==> src/rtl/sha_pkg.sv <==
// shared types, constants and round functions for the sha-256 stream hasher
package sha_pkg;

    localparam int unsigned QueueDepth = 4;
    localparam int unsigned BlockBytes = 64;
    localparam int unsigned Rounds     = 64;

    // item classes handed from front to back
    typedef enum logic [2:0] {
        CMD_BYTE     = 3'b001,
        CMD_END      = 3'b010,
        CMD_BYTE_END = 3'b100
    } t_cmd;

    typedef struct packed {
        t_cmd       cmd;
        logic [7:0] data;
    } t_entry;

    localparam logic [255:0] InitHash = {
        32'h6a09e667, 32'hbb67ae85, 32'h3c6ef372, 32'ha54ff53a,
        32'h510e527f, 32'h9b05688c, 32'h1f83d9ab, 32'h5be0cd19
    };

    function automatic logic [31:0] round_k(input logic [5:0] r);
        logic [31:0] k;
        case (r)
            6'd0:  k = 32'h428a2f98; 6'd1:  k = 32'h71374491;
            6'd2:  k = 32'hb5c0fbcf; 6'd3:  k = 32'he9b5dba5;
            6'd4:  k = 32'h3956c25b; 6'd5:  k = 32'h59f111f1;
            6'd6:  k = 32'h923f82a4; 6'd7:  k = 32'hab1c5ed5;
            6'd8:  k = 32'hd807aa98; 6'd9:  k = 32'h12835b01;
            6'd10: k = 32'h243185be; 6'd11: k = 32'h550c7dc3;
            6'd12: k = 32'h72be5d74; 6'd13: k = 32'h80deb1fe;
            6'd14: k = 32'h9bdc06a7; 6'd15: k = 32'hc19bf174;
            6'd16: k = 32'he49b69c1; 6'd17: k = 32'hefbe4786;
            6'd18: k = 32'h0fc19dc6; 6'd19: k = 32'h240ca1cc;
            6'd20: k = 32'h2de92c6f; 6'd21: k = 32'h4a7484aa;
            6'd22: k = 32'h5cb0a9dc; 6'd23: k = 32'h76f988da;
            6'd24: k = 32'h983e5152; 6'd25: k = 32'ha831c66d;
            6'd26: k = 32'hb00327c8; 6'd27: k = 32'hbf597fc7;
            6'd28: k = 32'hc6e00bf3; 6'd29: k = 32'hd5a79147;
            6'd30: k = 32'h06ca6351; 6'd31: k = 32'h14292967;
            6'd32: k = 32'h27b70a85; 6'd33: k = 32'h2e1b2138;
            6'd34: k = 32'h4d2c6dfc; 6'd35: k = 32'h53380d13;
            6'd36: k = 32'h650a7354; 6'd37: k = 32'h766a0abb;
            6'd38: k = 32'h81c2c92e; 6'd39: k = 32'h92722c85;
            6'd40: k = 32'ha2bfe8a1; 6'd41: k = 32'ha81a664b;
            6'd42: k = 32'hc24b8b70; 6'd43: k = 32'hc76c51a3;
            6'd44: k = 32'hd192e819; 6'd45: k = 32'hd6990624;
            6'd46: k = 32'hf40e3585; 6'd47: k = 32'h106aa070;
            6'd48: k = 32'h19a4c116; 6'd49: k = 32'h1e376c08;
            6'd50: k = 32'h2748774c; 6'd51: k = 32'h34b0bcb5;
            6'd52: k = 32'h391c0cb3; 6'd53: k = 32'h4ed8aa4a;
            6'd54: k = 32'h5b9cca4f; 6'd55: k = 32'h682e6ff3;
            6'd56: k = 32'h748f82ee; 6'd57: k = 32'h78a5636f;
            6'd58: k = 32'h84c87814; 6'd59: k = 32'h8cc70208;
            6'd60: k = 32'h90befffa; 6'd61: k = 32'ha4506ceb;
            6'd62: k = 32'hbef9a3f7; default: k = 32'hc67178f2;
        endcase
        return k;
    endfunction

    function automatic logic [31:0] rotr(input logic [31:0] x, input int unsigned n);
        return (x >> n) | (x << (32 - n));
    endfunction

endpackage

==> src/rtl/sha_front.sv <==
// front end: classifies input items and queues them for the back end
module sha_front #(
    parameter int unsigned DEPTH = sha_pkg::QueueDepth
) (
    input  logic            i_clk,
    input  logic            i_rst_n,
    input  logic [7:0]      i_data_byte,
    input  logic            i_byte_present,
    input  logic            i_end_of_message,
    input  logic            i_valid,
    output logic            o_ready,
    output sha_pkg::t_entry o_entry,
    output logic            o_entry_valid,
    input  logic            i_entry_ready
);
    localparam int unsigned AW = (DEPTH > 1) ? $clog2(DEPTH) : 1;

    sha_pkg::t_entry r_mem [DEPTH];
    logic [AW-1:0]   r_wr, r_rd, n_wr, n_rd;
    logic [AW:0]     r_cnt, n_cnt;
    logic            push, pop, useful;
    sha_pkg::t_cmd   cmd;

    // items with neither byte nor end are dropped here
    assign useful  = i_byte_present | i_end_of_message;
    assign o_ready = (r_cnt != AW'(0) + (AW+1)'(DEPTH)) ? 1'b1 : 1'b0;
    assign push    = i_valid & o_ready & useful;
    assign pop     = o_entry_valid & i_entry_ready;
    assign o_entry_valid = (r_cnt != '0);
    assign o_entry = r_mem[r_rd];

    always_comb begin
        unique case ({i_byte_present, i_end_of_message})
            2'b11:   cmd = sha_pkg::CMD_BYTE_END;
            2'b01:   cmd = sha_pkg::CMD_END;
            default: cmd = sha_pkg::CMD_BYTE;
        endcase
    end

    always_comb begin
        n_wr  = push ? ((r_wr == AW'(DEPTH - 1)) ? '0 : r_wr + 1'b1) : r_wr;
        n_rd  = pop  ? ((r_rd == AW'(DEPTH - 1)) ? '0 : r_rd + 1'b1) : r_rd;
        n_cnt = r_cnt + (AW+1)'(push) - (AW+1)'(pop);
    end

    always_ff @(posedge i_clk) begin
        if (!i_rst_n) begin
            r_wr  <= '0;
            r_rd  <= '0;
            r_cnt <= '0;
        end else begin
            r_wr  <= n_wr;
            r_rd  <= n_rd;
            r_cnt <= n_cnt;
        end
        if (push) begin
            r_mem[r_wr] <= '{cmd: cmd, data: i_data_byte};
        end
    end
endmodule

==> src/rtl/sha_back.sv <==
// back end: block assembly, padding, 64-round compression and digest output
module sha_back (
    input  logic            i_clk,
    input  logic            i_rst_n,
    input  sha_pkg::t_entry i_entry,
    input  logic            i_entry_valid,
    output logic            o_entry_ready,
    output logic [31:0]     o_digest_word,
    output logic [2:0]      o_word_index,
    output logic            o_last_word,
    output logic            o_valid,
    input  logic            i_ready
);
    typedef enum logic [5:0] {
        ST_IDLE = 6'b000001,
        ST_PAD  = 6'b000010,
        ST_LEN  = 6'b000100,
        ST_COMP = 6'b001000,
        ST_ADD  = 6'b010000,
        ST_OUT  = 6'b100000
    } t_state;

    t_state         r_st, n_st;
    logic [31:0]    r_w [16];      // block words, then rolling schedule
    logic [31:0]    r_h [8];
    logic [31:0]    r_v [8];
    logic [5:0]     r_fill;        // byte position in block
    logic [63:0]    r_bits;
    logic [5:0]     r_rnd;
    logic           r_final;       // current compression is the last one
    logic           r_pend;        // 0x80 marker still to be placed
    logic           r_pad;         // message ended, padding in progress
    logic [2:0]     r_oidx;

    logic [31:0]    w_cur, s0, s1, t1, t2, ch, maj, ep0, ep1;
    logic           take;
    logic [7:0]     len_byte;

    assign o_entry_ready = (r_st == ST_IDLE);
    assign take = i_entry_valid & o_entry_ready;
    assign len_byte = r_bits[8*(6'd63 - r_fill) +: 8];

    // round datapath: schedule word from the 16-word window and the round terms t1, t2
    always_comb begin
        s0    = sha_pkg::rotr(r_w[1], 7) ^ sha_pkg::rotr(r_w[1], 18) ^ (r_w[1] >> 3);
        s1    = sha_pkg::rotr(r_w[14], 17) ^ sha_pkg::rotr(r_w[14], 19) ^ (r_w[14] >> 10);
        w_cur = (r_rnd < 6'd16) ? r_w[0] : s1 + r_w[9] + s0 + r_w[0];
        ep1   = sha_pkg::rotr(r_v[4], 6) ^ sha_pkg::rotr(r_v[4], 11)
              ^ sha_pkg::rotr(r_v[4], 25);
        ch    = (r_v[4] & r_v[5]) ^ (~r_v[4] & r_v[6]);
        ep0   = sha_pkg::rotr(r_v[0], 2) ^ sha_pkg::rotr(r_v[0], 13)
              ^ sha_pkg::rotr(r_v[0], 22);
        maj   = (r_v[0] & r_v[1]) ^ (r_v[0] & r_v[2]) ^ (r_v[1] & r_v[2]);
        t1    = r_v[7] + ep1 + ch + sha_pkg::round_k(r_rnd) + w_cur;
        t2    = ep0 + maj;
    end

    always_comb begin
        n_st = r_st;
        unique case (r_st)
            ST_IDLE: if (take) begin
                if (i_entry.cmd != sha_pkg::CMD_END && r_fill == 6'd63) begin
                    n_st = ST_COMP;
                end else if (i_entry.cmd != sha_pkg::CMD_BYTE) begin
                    n_st = ST_PAD;
                end
            end
            ST_PAD:  n_st = (r_fill == 6'd63) ? ST_COMP
                          : (r_fill == 6'd55) ? ST_LEN : ST_PAD;
            ST_LEN:  n_st = (r_fill == 6'd63) ? ST_COMP : ST_LEN;
            ST_COMP: n_st = (r_rnd == 6'd63) ? ST_ADD : ST_COMP;
            ST_ADD:  n_st = r_final ? ST_OUT : r_pad ? ST_PAD : ST_IDLE;
            ST_OUT:  n_st = (i_ready && r_oidx == 3'd7) ? ST_IDLE : ST_OUT;
            default: n_st = ST_IDLE;
        endcase
    end

    always_ff @(posedge i_clk) begin
        if (!i_rst_n) begin
            r_st    <= ST_IDLE;
            r_fill  <= '0;
            r_bits  <= '0;
            r_rnd   <= '0;
            r_final <= 1'b0;
            r_pend  <= 1'b0;
            r_pad   <= 1'b0;
            r_oidx  <= '0;
            for (int j = 0; j < 8; j++) r_h[j] <= sha_pkg::InitHash[255-32*j -: 32];
        end else begin
            r_st <= n_st;
            unique case (r_st)
                ST_IDLE: if (take) begin
                    if (i_entry.cmd != sha_pkg::CMD_END) begin
                        r_w[r_fill[5:2]][8*(3 - r_fill[1:0]) +: 8] <= i_entry.data;
                        r_fill <= r_fill + 1'b1;
                        r_bits <= r_bits + 64'd8;
                    end
                    r_pend  <= (i_entry.cmd != sha_pkg::CMD_BYTE);
                    r_pad   <= (i_entry.cmd != sha_pkg::CMD_BYTE);
                    r_final <= 1'b0;
                    r_rnd   <= '0;
                    for (int j = 0; j < 8; j++) r_v[j] <= r_h[j];
                end
                ST_PAD: begin
                    // first pad byte is 0x80, the rest zero
                    r_w[r_fill[5:2]][8*(3 - r_fill[1:0]) +: 8] <= r_pend ? 8'h80 : 8'h00;
                    r_pend <= 1'b0;
                    r_fill <= r_fill + 1'b1;
                    r_rnd  <= '0;
                    for (int j = 0; j < 8; j++) r_v[j] <= r_h[j];
                end
                ST_LEN: begin
                    // bit length, most significant byte first, closes the last block
                    r_w[r_fill[5:2]][8*(3 - r_fill[1:0]) +: 8] <= len_byte;
                    r_fill  <= r_fill + 1'b1;
                    r_final <= 1'b1;
                end
                ST_COMP: begin
                    for (int j = 0; j < 15; j++) r_w[j] <= r_w[j+1];
                    r_w[15] <= w_cur;
                    r_v[7] <= r_v[6]; r_v[6] <= r_v[5]; r_v[5] <= r_v[4];
                    r_v[4] <= r_v[3] + t1;
                    r_v[3] <= r_v[2]; r_v[2] <= r_v[1]; r_v[1] <= r_v[0];
                    r_v[0] <= t1 + t2;
                    r_rnd <= r_rnd + 1'b1;
                end
                ST_ADD: begin
                    for (int j = 0; j < 8; j++) begin
                        r_h[j] <= r_h[j] + r_v[j];
                        r_v[j] <= r_h[j] + r_v[j];
                    end
                    if (r_final) r_pad <= 1'b0;
                    r_oidx <= '0;
                end
                ST_OUT: if (i_ready) begin
                    r_oidx <= r_oidx + 1'b1;
                    if (r_oidx == 3'd7) begin
                        for (int j = 0; j < 8; j++)
                            r_h[j] <= sha_pkg::InitHash[255-32*j -: 32];
                        r_fill <= '0;
                        r_bits <= '0;
                    end
                end
                default: ;
            endcase
            // entering compression from the byte path starts with fresh working vars and fill position 0
            if (r_st == ST_IDLE && take && n_st == ST_COMP) begin
                r_pend <= (i_entry.cmd == sha_pkg::CMD_BYTE_END);
                r_fill <= '0;
            end
            if ((r_st == ST_PAD || r_st == ST_LEN) && n_st == ST_COMP) r_fill <= '0;
        end
    end

    assign o_valid       = (r_st == ST_OUT);
    assign o_digest_word = r_v[r_oidx];
    assign o_word_index  = r_oidx;
    assign o_last_word   = (r_oidx == 3'd7);
endmodule

==> src/rtl/sha256_stream_hasher.sv <==
// top level of the sha-256 stream hasher
// a byte item is written into the block buffer; a full block then runs 64 compression rounds and one add
// an end item pads one byte per cycle, runs one or two compressions, then gives
// 8 digest words, one per cycle when taken; bytes wait in the item queue while
// the single shared round unit compresses a block; synchronous active-low reset
// restores the initial hash, clears fill count, bit length and the item queue
module sha256_stream_hasher #(
    parameter int unsigned QUEUE_DEPTH = sha_pkg::QueueDepth
) (
    input  logic        i_clk,
    input  logic        i_rst_n,
    input  logic        i_valid,
    output logic        o_ready,
    input  logic [7:0]  i_data_byte,
    input  logic        i_byte_present,
    input  logic        i_end_of_message,
    output logic        o_valid,
    input  logic        i_ready,
    output logic [31:0] o_digest_word,
    output logic [2:0]  o_word_index,
    output logic        o_last_word
);
    sha_pkg::t_entry entry;
    logic            entry_valid, entry_ready;

    // front: drops empty items and queues bytes/end marks
    sha_front #(.DEPTH(QUEUE_DEPTH)) u_front (
        .i_clk, .i_rst_n, .i_data_byte, .i_byte_present, .i_end_of_message,
        .i_valid, .o_ready, .o_entry(entry), .o_entry_valid(entry_valid),
        .i_entry_ready(entry_ready)
    );

    // back: block buffer, padding, compression, digest words
    sha_back u_back (
        .i_clk, .i_rst_n, .i_entry(entry), .i_entry_valid(entry_valid),
        .o_entry_ready(entry_ready), .o_digest_word, .o_word_index,
        .o_last_word, .o_valid, .i_ready
    );
endmodule

==> config.mk <==
export PLATFORM = sky130hd
export DESIGN_NAME = sha256_stream_hasher
export DESIGN_NICKNAME = d
export VERILOG_FILES = /design/src/rtl/sha_pkg.sv /design/src/rtl/sha_front.sv /design/src/rtl/sha_back.sv /design/src/rtl/sha256_stream_hasher.sv
export SDC_FILE = /design/constraint.sdc
export NUM_CORES = 2
export LEC_CHECK = 0
export ABC_CLOCK_PERIOD_IN_PS = 10700
export BUFFER_PORTS_ARGS = -buffer_cell sky130_fd_sc_hd__buf_2
export CORE_ASPECT_RATIO = 0.9
export CORE_MARGIN = 2
export CORE_UTILIZATION = 25
export CTS_BUF_LIST = sky130_fd_sc_hd__clkbuf_2
export CTS_CLUSTER_DIAMETER = 40
export DETAILED_ROUTE_END_ITERATION = 12
export MAX_ROUTING_LAYER = met4
export PLACE_DENSITY = 0.44
export SLEW_MARGIN = 20
export SYNTH_ARGS = -nofsm -noshare
export SYNTH_HDL_FRONTEND = slang
export SYNTH_HIERARCHICAL = 1
export SYNTH_SLANG_ARGS = --single-unit
==> constraint.sdc <==
create_clock -name i_clk -period 10.7 [get_ports i_clk]
set_input_delay 1.07 -clock i_clk [delete_from_list [all_inputs] [get_ports i_clk]]
set_output_delay 1.07 -clock i_clk [all_outputs]
set_load 0.03 [all_outputs]
==> results.txt <==
Outcome: finished, final reports clean
Area grow syn2layout: 14.38%
Layout Nets: 8796
Maximum clock rate: 94.50 MHz
Die width: 594.6 microns
Slew of the pin with the lowest slew margin: 1.119 ns
Register Area: 0.03338 sq mm
Clk pin slew, worst setup/hold paths: 0.09 ns
TritonCTS clock tree: done
Layout cells sized above 1: 0.1612
Residual DRC: 0
Max Buffers Root-to-Sink: 4
Grt ovf: 0
# rows: 195
YS warnings: 6
CTS Buf Count: 370
Synthesized Nets: 8361
Initial Util: 0.2507
Fin. max-slew vios: 0
Top cells by area, synth: edfxtp_1 36%, dfxtp_1 6.6%, ha_1 6.4%
Final setup viols: 0
Crit path arrival time: 11.90 ns
Fill cells: 33002
Crit Path Class: flop to flop
Clock Latency Late Sink: 1.78 ns
CP max FO: 3
Final Hold Fails: 0
Starting DRT DRC Count: 6171
DRT antenna net count: 0
Core Region: 0.3130 sq mm
Sequential area share after synthesis: 0.4253
Worst setup SP type: flop
Vias in the first global route: 61860
Asr flop ratio synth: 0
Relative slew slack: 0.2540
CP peak stage delay: 0.52 ns
Layout Cell Area excl Fill: 0.08976 sq mm
Tcrit/Tclk final: 0.9890
Post-synth EDFFs: 940
Kind of end point of the critical path: flop
Cell Area, Synth: 0.07848 sq mm
Most used cell, CP: fa_1
CTS H-tree lvls: 5
Via count: 63917
Commonest register cell after synthesis: edfxtp_1
Die outline height: 535.5 microns
Slowest-stage cell, CP: fa_1
Final setup margin: 0.1180 ns
I/O pin cnt: 52
Port buffer count: 51
Die area: 0.3184 sq mm
Final wirelength: 295000 microns
Antenna violations before repair: 21
Commonest non-fill, non-tap cells in the layout: 940 x edfxtp_1, 657 x a21o_1, 638 x nand2_1, 547 x clkbuf_2, 532 x nor2_1
Clk root buf: clkbuf_2
Syn Area/Cell: 10.13 sq um
Required @ worst endpoint: 12.02 ns
First-pass GRT wire length: 429500 microns
Max_cap viols: 0
Post-DP HPWL: 213600 microns
Drt first pass iters: 6
Most common library cell in the layout ignoring fill and taps: edfxtp_1
Unrepaired setup endpoints after global routing: true
Post-synth top area share: 0.3597
Post-Syn Instances: 7747
DP Area: 0.08550 sq mm
Via density: 5.064
Post-Place Setup Slack: -0.4867 ns
Worst hold path type: input port to flop
Clock skew: 0.2384 ns
Per-cell routed wire length: 23.37 microns
Library cells used by synthesis: 107
Yosys reg bits: 1197
Routability cong.: 0.9300
Largest net degree at the start of global routing: 185
Multi-input logic area: 0.04233 sq mm
Min Tclk post-route: 10.58 ns
Yosys top cell by area: edfxtp_1
GRT Util Overall: 0.1853
# clock sinks: 1197
==> per-stage QoR <==
step / hold WS [ns] / TNS [ns] / std cells / utilization
after detailed placement: 0.4623 / -1.781 / 11909 / 0.2732
after global routing: 0.1550 / -0.5465 / 12623 / 0.2867
after floorplan: 0.4489 / 0 / 7747 / -
after CTS: 0.05174 / -0.02178 / 12596 / 0.2850
final: 0.3007 / 0 / 12623 / 0.2867
after global placement: 0.4582 / -2.177 / 11908 / 0.2731
==> state kept, by name, summed over array words and instances, names as in the netlist, named ones only <==
| name | cells |
|---|---|
| u_back/r_st | 6 |
| u_back/r_rnd | 6 |
| u_back/r_pad | 1 |
| u_back/r_fill | 6 |
| u_front/r_rd | 2 |
| u_front/r_wr | 2 |
| u_back/r_final | 1 |
| u_back/r_bits | 61 |
| u_back/o_word_index | 3 |
| u_back/r_pend | 1 |
| u_back/r_h | 256 |
| u_back/r_v | 256 |
| u_front/r_mem | 44 |
| u_front/r_cnt | 3 |
| u_back/r_w | 512 |
==> cell families after synthesis <==
| kind of cell | after synthesis | share of synthesized area |
|---|---|---|
| compound gates | 2395 | 0.2001 |
| buf+inv | 915 | 0.04434 |
| simple gates | 1814 | 0.1058 |
| flops | 1197 | 0.4253 |
| xor+xnor | 624 | 0.06974 |
| mux | 197 | 0.03975 |
| fa+ha+maj | 605 | 0.1151 |
==> layer usage <==
layer | vias up | global-route usage | wire (microns)
met4 | 0 | 0.04754 | 7072
met5 | - | - | 0
met1 | 32113 | 0.2643 | 141200
met3 | 428 | 0.02609 | 18400
li1 | 29244 | - | -
met2 | 2132 | 0.2737 | 128400
==> critical path: cells and delay by family (launching register included) <==
| family | cells | cell delay (ns) |
|---|---|---|
| muxes | 1 | 0.13 |
| adders and majority gates | 9 | 3.68 |
| buffers and inverters | 10 | 0.77 |
| and+or+nand+nor | 5 | 0.48 |
| xor gates and xnor gates | 6 | 0.95 |
| DFF | 1 | 0.45 |
| AOI/OAI and AO/OA | 18 | 3.65 |
==> path summary, 6_finish.rpt <==
kind                       from                 end  slack (ns)  depth (start not counted)
max          u_back/r_w[14][21]   u_back/r_v[0][31]        0.12                         49
min reg2reg    u_back/r_w[3][2]    u_back/r_w[2][2]        0.41                          1
min                     i_rst_n  u_back/r_w[15][26]        0.30                          5
max reg2reg  u_back/r_w[14][21]   u_back/r_v[0][31]        0.12                         49
==> area by class of cell <==
cell class	instances	area share
inverter	478	0.01999
clock inverter	115	0.006565
tap	4137	0.05767
multi-input combinational	5635	0.4715
antenna	14	0.0003903
timing repair buffer	500	0.04147
sequential	1197	0.3719
clock buffer	547	0.03050
==> synth_stat cells, drive strengths merged (11+ instances only) <==
master / instances
a22oi: 62
o221ai: 13
a211oi: 49
ha: 404
nand4: 44
a211o: 21
o22ai: 119
o21a: 60
nand2: 644
clkbuf: 373
a221oi: 13
mux4: 88
nor4: 13
or2: 23
o21ai: 448
or3: 47
a31oi: 60
a221o: 39
o311ai: 15
xor2: 272
nor2b: 54
dfxtp: 257
and3: 64
nand3: 134
buf: 64
mux2: 37
a21boi: 34
nor2: 540
o31ai: 31
mux2i: 72
xnor2: 352
a31o: 11
o2111ai: 12
edfxtp: 940
nor3: 97
o211ai: 51
nand2b: 72
a21o: 657
o21bai: 57
and2: 33
a2111oi: 12
and4: 12
a21oi: 543
inv: 477
fa: 196
==> timing repair <==
item                                   in CTS  in global routing
setup endpoints to repair                  13                 16
gates resized for setup                    31                 85
setup buffers                               3                 13
hold buffers                               22                  0
endpoints found under the hold margin      62                  0
pin swaps                                   9                 40
Power is left out: the tool's default activity adds up to more than one toggle a clock period on the data nets, which glitch-free logic cannot reach.
